## config.mk

```make
export PLATFORM = sky130hd
export DESIGN_NAME = state_variable_lowpass
export DESIGN_NICKNAME = d
export VERILOG_FILES = /design/src/hdl/svl_pkg.sv /design/src/hdl/state_variable_lowpass.sv /design/src/hdl/svl_ctrl.sv /design/src/hdl/svl_dp.sv
export SDC_FILE = /design/constraint.sdc
export NUM_CORES = 2
export LEC_CHECK = 0
export ABC_AREA = 0
export BUFFER_PORTS_ARGS = -buffer_cell sky130_fd_sc_hd__buf_4
export CORE_MARGIN = 10
export CORE_UTILIZATION = 25
export CTS_CLUSTER_DIAMETER = 100
export DETAILED_ROUTE_END_ITERATION = 16
export PLACE_DENSITY = 0.42
export SETUP_SLACK_MARGIN = 0.5
export SLEW_MARGIN = 5
export SYNTH_ARGS = -nofsm -noshare
export SYNTH_HDL_FRONTEND = slang
export SYNTH_SLANG_ARGS = --single-unit
```

## constraint.sdc

```tcl
create_clock -name clk -period 9.7 [get_ports clk]
set_clock_uncertainty 0.2 [all_clocks]
set_input_delay 1.455 -clock clk [delete_from_list [all_inputs] [get_ports clk]]
set_output_delay 1.455 -clock clk [all_outputs]
set_load 0.01 [all_outputs]
```

## src/hdl/svl_pkg.sv

```systemverilog
// ----------------------------------------------------------------------------
// svl_pkg: shared types and constants for the state variable lowpass
// Formats, multiplier operand codes, the controller-to-datapath command and
// status bundles, and the saturation helpers.
// ----------------------------------------------------------------------------
package svl_pkg;

  localparam int unsigned DATA_W  = 16;  // Q1.15 sample and output
  localparam int unsigned ACC_W   = 24;  // Q4.20 integrators
  localparam int unsigned COEF_W  = 17;  // clamped Q15 coefficient, 0..32768
  localparam int unsigned MUL_A_W = 27;  // band or high operand
  localparam int unsigned MUL_B_W = 18;  // coefficient or damping operand
  localparam int unsigned PROD_W  = MUL_A_W + MUL_B_W;

  localparam logic [COEF_W-1:0]         F_ONE   = 17'd32768;
  localparam logic [COEF_W-1:0]         F_RESET = 17'd5457;
  localparam logic signed [MUL_B_W-1:0] DAMP    = 18'sd22938;  // 1.4 in Q4.14

  typedef logic [1:0] mul_sel_t;
  localparam mul_sel_t MUL_BF = 2'd0;  // band * f
  localparam mul_sel_t MUL_BD = 2'd1;  // band * damping
  localparam mul_sel_t MUL_FH = 2'd2;  // f * high

  typedef struct packed {
    logic     take_in;
    logic     mul_en;
    mul_sel_t mul_sel;
    logic     low_upd;
    logic     high_upd;
    logic     out_load;
    logic     band_upd;
  } svl_cmd_t;

  typedef struct packed {
    logic out_free;
  } svl_stat_t;

  function automatic logic signed [ACC_W-1:0] sat24(input logic signed [31:0] x);
    logic signed [ACC_W-1:0] r;
    if (x > 32'sd8388607) begin
      r = 24'sh7FFFFF;
    end else if (x < -32'sd8388608) begin
      r = 24'sh800000;
    end else begin
      r = x[ACC_W-1:0];
    end
    return r;
  endfunction

  function automatic logic signed [DATA_W-1:0] sat16(input logic signed [31:0] x);
    logic signed [DATA_W-1:0] r;
    if (x > 32'sd32767) begin
      r = 16'sh7FFF;
    end else if (x < -32'sd32768) begin
      r = 16'sh8000;
    end else begin
      r = x[DATA_W-1:0];
    end
    return r;
  endfunction

endpackage

```

## src/hdl/state_variable_lowpass.sv

```systemverilog
// ----------------------------------------------------------------------------
// state_variable_lowpass: Chamberlin state variable filter, lowpass output
// Q1.15 samples in, saturated Q1.15 lowpass out; Q4.20 saturating
// integrators, fixed damping of 1.4, Q15 frequency coefficient register.
//
//   channel   signals                          direction  payload
//   cfg       cfg_valid / cfg_ready            in         freq_coeff [15:0]
//   in        in_valid / in_ready              in         sample_in  [15:0] signed
//   out       out_valid / out_ready            out        lowpass_out[15:0] signed
//
// A new sample is taken only once the last one is through its step: three
// products go through the single shared 27x18 multiplier, one after the other.
// The result leaves from an output register, loaded after the lowpass update.
// A stalled output stops the step only when the next result is ready to load.
// Reset clears both integrators and loads the coefficient with 5457.
// Coefficient writes are always taken; values above 32768 act as 32768.
// ----------------------------------------------------------------------------
module state_variable_lowpass (
  input  logic        clk,
  input  logic        rst,
  input  logic        cfg_valid,
  output logic        cfg_ready,
  input  logic [15:0] freq_coeff,
  input  logic        in_valid,
  output logic        in_ready,
  input  logic signed [15:0] sample_in,
  output logic        out_valid,
  input  logic        out_ready,
  output logic signed [15:0] lowpass_out
);

  svl_pkg::svl_cmd_t  cmd;
  svl_pkg::svl_stat_t stat;

  assign cfg_ready = 1'b1;

  svl_ctrl u_ctrl (
    .clk      (clk),
    .rst      (rst),
    .in_valid (in_valid),
    .in_ready (in_ready),
    .stat     (stat),
    .cmd      (cmd)
  );

  svl_dp u_dp (
    .clk         (clk),
    .rst         (rst),
    .cmd         (cmd),
    .stat        (stat),
    .sample_in   (sample_in),
    .cfg_valid   (cfg_valid),
    .freq_coeff  (freq_coeff),
    .out_valid   (out_valid),
    .out_ready   (out_ready),
    .lowpass_out (lowpass_out)
  );

endmodule

```

## src/hdl/svl_ctrl.sv

```systemverilog
// ----------------------------------------------------------------------------
// svl_ctrl: sequencer for one filter step
// Walks one sample through the shared multiplier: band*f, lowpass update
// with band*damping, high term and output load, f*high, bandpass update.
// ----------------------------------------------------------------------------
module svl_ctrl (
  input  logic                 clk,
  input  logic                 rst,
  input  logic                 in_valid,
  output logic                 in_ready,
  input  svl_pkg::svl_stat_t   stat,
  output svl_pkg::svl_cmd_t    cmd
);

  localparam logic [2:0] S_IDLE = 3'd0;
  localparam logic [2:0] S_LOW  = 3'd1;
  localparam logic [2:0] S_HIGH = 3'd2;
  localparam logic [2:0] S_MFH  = 3'd3;
  localparam logic [2:0] S_BAND = 3'd4;

  logic [2:0] state;
  logic [2:0] state_next;

  always_ff @(posedge clk) begin
    if (rst) begin
      state <= S_IDLE;
    end else begin
      state <= state_next;
    end
  end

  always_comb begin
    state_next = state;
    cmd        = '0;
    cmd.mul_sel = svl_pkg::MUL_BF;
    in_ready   = 1'b0;
    unique case (state)
      S_IDLE: begin
        in_ready = 1'b1;
        if (in_valid) begin
          cmd.take_in = 1'b1;
          cmd.mul_en  = 1'b1;
          cmd.mul_sel = svl_pkg::MUL_BF;
          state_next  = S_LOW;
        end
      end
      S_LOW: begin
        cmd.low_upd = 1'b1;
        cmd.mul_en  = 1'b1;
        cmd.mul_sel = svl_pkg::MUL_BD;
        state_next  = S_HIGH;
      end
      S_HIGH: begin
        // hold until the output register is free
        if (stat.out_free) begin
          cmd.high_upd = 1'b1;
          cmd.out_load = 1'b1;
          state_next   = S_MFH;
        end
      end
      S_MFH: begin
        cmd.mul_en  = 1'b1;
        cmd.mul_sel = svl_pkg::MUL_FH;
        state_next  = S_BAND;
      end
      S_BAND: begin
        cmd.band_upd = 1'b1;
        state_next   = S_IDLE;
      end
      default: begin
        state_next = S_IDLE;
      end
    endcase
  end

endmodule

```

## src/hdl/svl_dp.sv

```systemverilog
// ----------------------------------------------------------------------------
// svl_dp: filter datapath
// Integrators, coefficient register, one shared registered multiplier,
// rounding and saturation, and the output register.
// ----------------------------------------------------------------------------
module svl_dp (
  input  logic                               clk,
  input  logic                               rst,
  input  svl_pkg::svl_cmd_t                  cmd,
  output svl_pkg::svl_stat_t                 stat,
  input  logic signed [svl_pkg::DATA_W-1:0]  sample_in,
  input  logic                               cfg_valid,
  input  logic [15:0]                        freq_coeff,
  output logic                               out_valid,
  input  logic                               out_ready,
  output logic signed [svl_pkg::DATA_W-1:0]  lowpass_out
);

  logic signed [svl_pkg::ACC_W-1:0]   low;
  logic signed [svl_pkg::ACC_W-1:0]   band;
  logic        [svl_pkg::COEF_W-1:0]  f;
  logic signed [svl_pkg::DATA_W-1:0]  sample;
  logic signed [svl_pkg::PROD_W-1:0]  prod;
  logic signed [svl_pkg::MUL_A_W-1:0] high;

  logic signed [svl_pkg::MUL_A_W-1:0] mul_a;
  logic signed [svl_pkg::MUL_B_W-1:0] mul_b;
  logic signed [svl_pkg::PROD_W-1:0]  rsum15;
  logic signed [svl_pkg::PROD_W-1:0]  rsum14;
  logic signed [29:0]                 rnd15;
  logic signed [30:0]                 damp_r;
  logic signed [31:0]                 low_sum;
  logic signed [31:0]                 band_sum;
  logic signed [31:0]                 high_full;
  logic signed [24:0]                 rsum5;
  logic signed [19:0]                 rnd5;

  // operand select for the shared multiplier
  always_comb begin
    unique case (cmd.mul_sel)
      svl_pkg::MUL_BD: begin
        mul_a = {{3{band[23]}}, band};
        mul_b = svl_pkg::DAMP;
      end
      svl_pkg::MUL_FH: begin
        mul_a = high;
        mul_b = {1'b0, f};
      end
      default: begin
        mul_a = {{3{band[23]}}, band};
        mul_b = {1'b0, f};
      end
    endcase
  end

  // round half up, then floor shift
  assign rsum15 = prod + 45'sd16384;
  assign rnd15  = rsum15[44:15];
  assign rsum14 = prod + 45'sd8192;
  assign damp_r = rsum14[44:14];

  assign low_sum   = {{8{low[23]}}, low} + {{2{rnd15[29]}}, rnd15};
  assign band_sum  = {{8{band[23]}}, band} + {{2{rnd15[29]}}, rnd15};
  assign high_full = {{11{sample[15]}}, sample, 5'b0} - {{8{low[23]}}, low}
                     - {damp_r[30], damp_r};

  assign rsum5 = {low[23], low} + 25'sd16;
  assign rnd5  = rsum5[24:5];

  always_ff @(posedge clk) begin
    if (rst) begin
      low  <= '0;
      band <= '0;
      f    <= svl_pkg::F_RESET;
    end else begin
      if (cfg_valid) begin
        // clamp the coefficient to one
        if ({1'b0, freq_coeff} > svl_pkg::F_ONE) begin
          f <= svl_pkg::F_ONE;
        end else begin
          f <= {1'b0, freq_coeff};
        end
      end
      if (cmd.low_upd) begin
        low <= svl_pkg::sat24(low_sum);
      end
      if (cmd.band_upd) begin
        band <= svl_pkg::sat24(band_sum);
      end
    end
  end

  always_ff @(posedge clk) begin
    if (cmd.take_in) begin
      sample <= sample_in;
    end
    if (cmd.mul_en) begin
      prod <= mul_a * mul_b;
    end
    if (cmd.high_upd) begin
      high <= high_full[svl_pkg::MUL_A_W-1:0];
    end
    if (cmd.out_load) begin
      lowpass_out <= svl_pkg::sat16({{12{rnd5[19]}}, rnd5});
    end
  end

  always_ff @(posedge clk) begin
    if (rst) begin
      out_valid <= 1'b0;
    end else if (cmd.out_load) begin
      out_valid <= 1'b1;
    end else if (out_ready) begin
      out_valid <= 1'b0;
    end
  end

  assign stat.out_free = !out_valid || out_ready;

  a_coeff_clamped: assert property (@(posedge clk) disable iff (rst)
    f <= svl_pkg::F_ONE)
    else $error("coefficient above one");

  a_out_free: assert property (@(posedge clk) disable iff (rst)
    cmd.out_load |-> (!out_valid || out_ready))
    else $error("output overwritten before it was taken");

  a_low_after_bf: assert property (@(posedge clk) disable iff (rst)
    cmd.low_upd |-> $past(cmd.mul_en && cmd.mul_sel == svl_pkg::MUL_BF))
    else $error("lowpass update without band*f product");

  a_band_after_fh: assert property (@(posedge clk) disable iff (rst)
    cmd.band_upd |-> $past(cmd.mul_en && cmd.mul_sel == svl_pkg::MUL_FH))
    else $error("bandpass update without f*high product");

endmodule
```

==> impl_metrics.tcl <==
set metrics [dict create \
    critical_path_required_ps 9720 \
    post_synthesis_cell_area_um2 27500 \
    final.setup.tns_ps 0 \
    max_clock_freq_mhz 117 \
    setup-violations-final 0 \
    std_cell_rows 121 \
    setup_slack_of_the_most_critical_reg_to_reg_path_ps 1120 \
    grt_pass1_wl_um 137000 \
    critPathKind "reg2reg" \
    drt-initial-drc-count 1178 \
    clk_transition_reported_paths_ps 70 \
    most-common-layout-cells "sky130_fd_sc_hd__inv_1, sky130_fd_sc_hd__fa_1, sky130_fd_sc_hd__nand2_1" \
    antenna_violations_before_repair 3 \
    largest_net_degree_at_the_start_of_global_routing 87 \
    hold_end "u_dp.out_valid" \
    finalCritPeriodShare_pct 88.5 \
    vias_in_the_first_global_route 22300 \
    coreArea_um2 109000 \
    postSynth.asyncResetShare_pct 0 \
    first_pass_iters 5 \
    io-pin-count 56 \
    synth-warning-count 0 \
    clock_tree.buffer_depth 2 \
    max_cap_violations 0 \
    synth-edff-count 91 \
    routedWlPerCell_um 18.9 \
    globalRouteOverflowTotal 0 \
    switching_share_pct 51.1 \
    dieWidth_um 352 \
    clk_latency_ps 490 \
    die_h_um 352 \
    hold_depth 2 \
    critical_path_depth 25 \
    cell_internal_pwr_w 0.00320 \
    slew_viol_final 0 \
    timing.critical_path.slowest_cell_delay_ps 660 \
    clock_power_share_pct 11.3 \
    run_status "complete, no violations" \
    layout_commonest_cell "sky130_fd_sc_hd__inv_1" \
    fin_nets 3897 \
    wl_um 87800 \
    cts_made_buffers 17 \
    power_density_nw_per_um2 217 \
    rr_worst_depth 25 \
    flow.area_growth_from_synthesis_pct 9.95 \
    crit_top_cell "sky130_fd_sc_hd__fa_1" \
    crit_arrival_ps 8610 \
    timing.final.hold_violations 0 \
    total_switching_power_w 0.00334 \
    hold_path.startpoint "u_dp.out_valid" \
    post_drt_via_cell_ratio 4.65 \
    power.static_leakage_nw 13.9 \
    path_max_fanout 44 \
    cts_num_sinks 159 \
    worst-path-buf-inv 5 \
    avgSynthCellArea_um2 8.54 \
    detailed_place_hpwl_um 72800 \
    cpMaxStageDelayCell "sky130_fd_sc_hd__mux2i_1" \
    ir_drop_v 0.000135 \
    cts_setup_buffers 0 \
    synth_top_flop_cell "sky130_fd_sc_hd__edfxtp_1" \
    comb_power_share_pct 68.2 \
    tritoncts "done" \
    clockRootBuffer "sky130_fd_sc_hd__clkbuf_16" \
    syn-instance-count 3217 \
    post-route-drc-count 0 \
    crit_family "adder cells" \
    totalPowerFinal_w 0.00655 \
    syn-num-nets 3885 \
    dieArea_um2 124000 \
    synth.lib_cells_used.distinct 82 \
    fillCellCount 11800 \
    io_buffer_count 54 \
    r2r-start "u_ctrl.state[0]" \
    drtAntennaViolNets 0 \
    worstHoldPathType "reg2reg" \
    gp_routability_congestion 0.853 \
    vias 21700 \
    reg2reg_to "u_dp.prod[42]" \
    clock_tree.htree_level_count 4 \
    period_needed_ps 8580 \
    yosys_register_bits 159 \
    seq_power_share_pct 20.5 \
    timing.critical_path.from_type "flip-flop" \
    timing_worst_slew_pin_value_ps 1140 \
    grt_setup_unrepaired "no" \
    grt_total_usage_pct 14.5 \
    final_layout_size_suffix_gt1_share_pct 4.81 \
    initial_utilization_pct 25.2 \
    critical_path.endpoint_type "flip-flop" \
    max-slew-margin-rel_pct 23.8 \
    ys_seq_area_share_pct 14.9 \
]
## worst max path at each step
stage / from / end / slack (ps)
floorplan: u_ctrl.state[0] / u_dp.prod[42] / 1990
global placement: u_ctrl.state[0] / u_dp.prod[42] / 1130
detailed placement: u_ctrl.state[0] / u_dp.prod[42] / 1130
finish: u_ctrl.state[0] / u_dp.prod[42] / 1120
CTS: u_ctrl.state[0] / u_dp.prod[42] / 1090
global route: u_ctrl.state[0] / u_dp.prod[42] / 530
## metal layers
metal  global-route usage, %  vias up  wire length, um
met1                    19.3    10800            40300
met4                    3.90        0             2130
met2                    24.3      396            42100
met5                       0        -                0
li1                        -    10400                -
met3                    2.10       87             3270
## synthesized netlist by cell type, types with 46 or more instances
library cell / count / area (um2)
sky130_fd_sc_hd__inv_1: 589 / 2210
sky130_fd_sc_hd__fa_1: 419 / 8390
sky130_fd_sc_hd__nand2_1: 405 / 1520
sky130_fd_sc_hd__nor2_1: 353 / 1330
sky130_fd_sc_hd__ha_1: 212 / 2650
sky130_fd_sc_hd__a21oi_1: 122 / 611
sky130_fd_sc_hd__xnor2_1: 108 / 946
sky130_fd_sc_hd__clkbuf_1: 94 / 353
sky130_fd_sc_hd__edfxtp_1: 91 / 2730
sky130_fd_sc_hd__o21ai_0: 90 / 450
sky130_fd_sc_hd__xor2_1: 78 / 683
sky130_fd_sc_hd__dfxtp_1: 68 / 1360
sky130_fd_sc_hd__a21o_1: 63 / 473
sky130_fd_sc_hd__nand3_1: 54 / 270
sky130_fd_sc_hd__o32ai_1: 46 / 403
## cells by family after synthesis
kind of cell               count (synthesis)  synth area share, %
DFF                                      159                 14.9
xor gates and xnor gates                 186                 5.93
AOI/OAI and AO/OA                        489                 12.1
muxes                                     26                0.947
and+or+nand+nor                         1029                 16.3
buffers and inverters                    696                 9.59
other                                      1               0.0136
adders and majority gates                631                 40.2
## registers in the layout (all words and copies together), names as in the netlist
signal	count
u_dp.f	16
u_dp.low	24
u_dp.lowpass_out	16
u_dp.prod	32
u_ctrl.state	3
u_dp.band	24
u_dp.high	27
u_dp.sample	16
u_dp.out_valid	1
## per-stage QoR
stage | instances | area, um2 | setup slack, ps | hold slack (ps) | utilization [%]
after floorplan | 3217 | 27500 | 1990 | 257 | -
after CTS | 4656 | 30200 | 1090 | 312 | 27.7
after global placement | 4624 | 29600 | 1130 | 293 | 27.2
after detailed placement | 4624 | 29600 | 1130 | 301 | 27.2
final | 4657 | 30200 | 1120 | 312 | 27.7
after global routing | 4657 | 30200 | 527 | 346 | 27.7
## power groups by stage
stage               clock network [W]  registers (W)  logic [W]
floorplan                           0        0.00125    0.00324
global placement                    0        0.00137    0.00449
detailed placement                  0        0.00136    0.00448
CTS                          0.000766        0.00135    0.00451
global route                 0.000791        0.00137    0.00502
finish                       0.000740        0.00134    0.00447
## cell type report
class | count | area, um2 | area share, %
repair buffers | 100 | 751 | 2.48
well taps | 1414 | 1770 | 5.85
clock buffers | 20 | 447 | 1.48
diodes | 1 | 2.50 | 0.00828
flip-flops and latches | 159 | 4090 | 13.5
clock inverters | 12 | 149 | 0.493
inverters | 589 | 2210 | 7.32
multi-input cells | 2362 | 20800 | 68.8
## timing repair
action	CTS	global route
hold buffers	0	0
resized for setup	0	1
endpoints found under the hold margin	0	0
endpoints found under the setup margin	0	1
## worst register-to-register path, stage by stage (launching register included)
cell	delay (ps)
sky130_fd_sc_hd__dfxtp_1	430
sky130_fd_sc_hd__nor2b_1	230
sky130_fd_sc_hd__and2_2	330
sky130_fd_sc_hd__buf_4	560
sky130_fd_sc_hd__mux2i_1	700
sky130_fd_sc_hd__nor2_1	140
sky130_fd_sc_hd__fa_1	550
sky130_fd_sc_hd__inv_1	60
sky130_fd_sc_hd__fa_1	490
sky130_fd_sc_hd__fa_1	510
sky130_fd_sc_hd__inv_1	50
sky130_fd_sc_hd__fa_1	460
sky130_fd_sc_hd__fa_1	540
sky130_fd_sc_hd__inv_1	50
sky130_fd_sc_hd__fa_1	530
sky130_fd_sc_hd__inv_1	40
sky130_fd_sc_hd__ha_1	360
sky130_fd_sc_hd__a21oi_1	190
sky130_fd_sc_hd__o21ai_0	120
sky130_fd_sc_hd__a31o_2	270
sky130_fd_sc_hd__a31oi_1	280
sky130_fd_sc_hd__o21a_1	190
sky130_fd_sc_hd__a21boi_0	180
sky130_fd_sc_hd__o21ai_0	550
sky130_fd_sc_hd__o21bai_1	170
sky130_fd_sc_hd__xor2_1	160
Note: power is estimated with default switching activity, not from simulation.
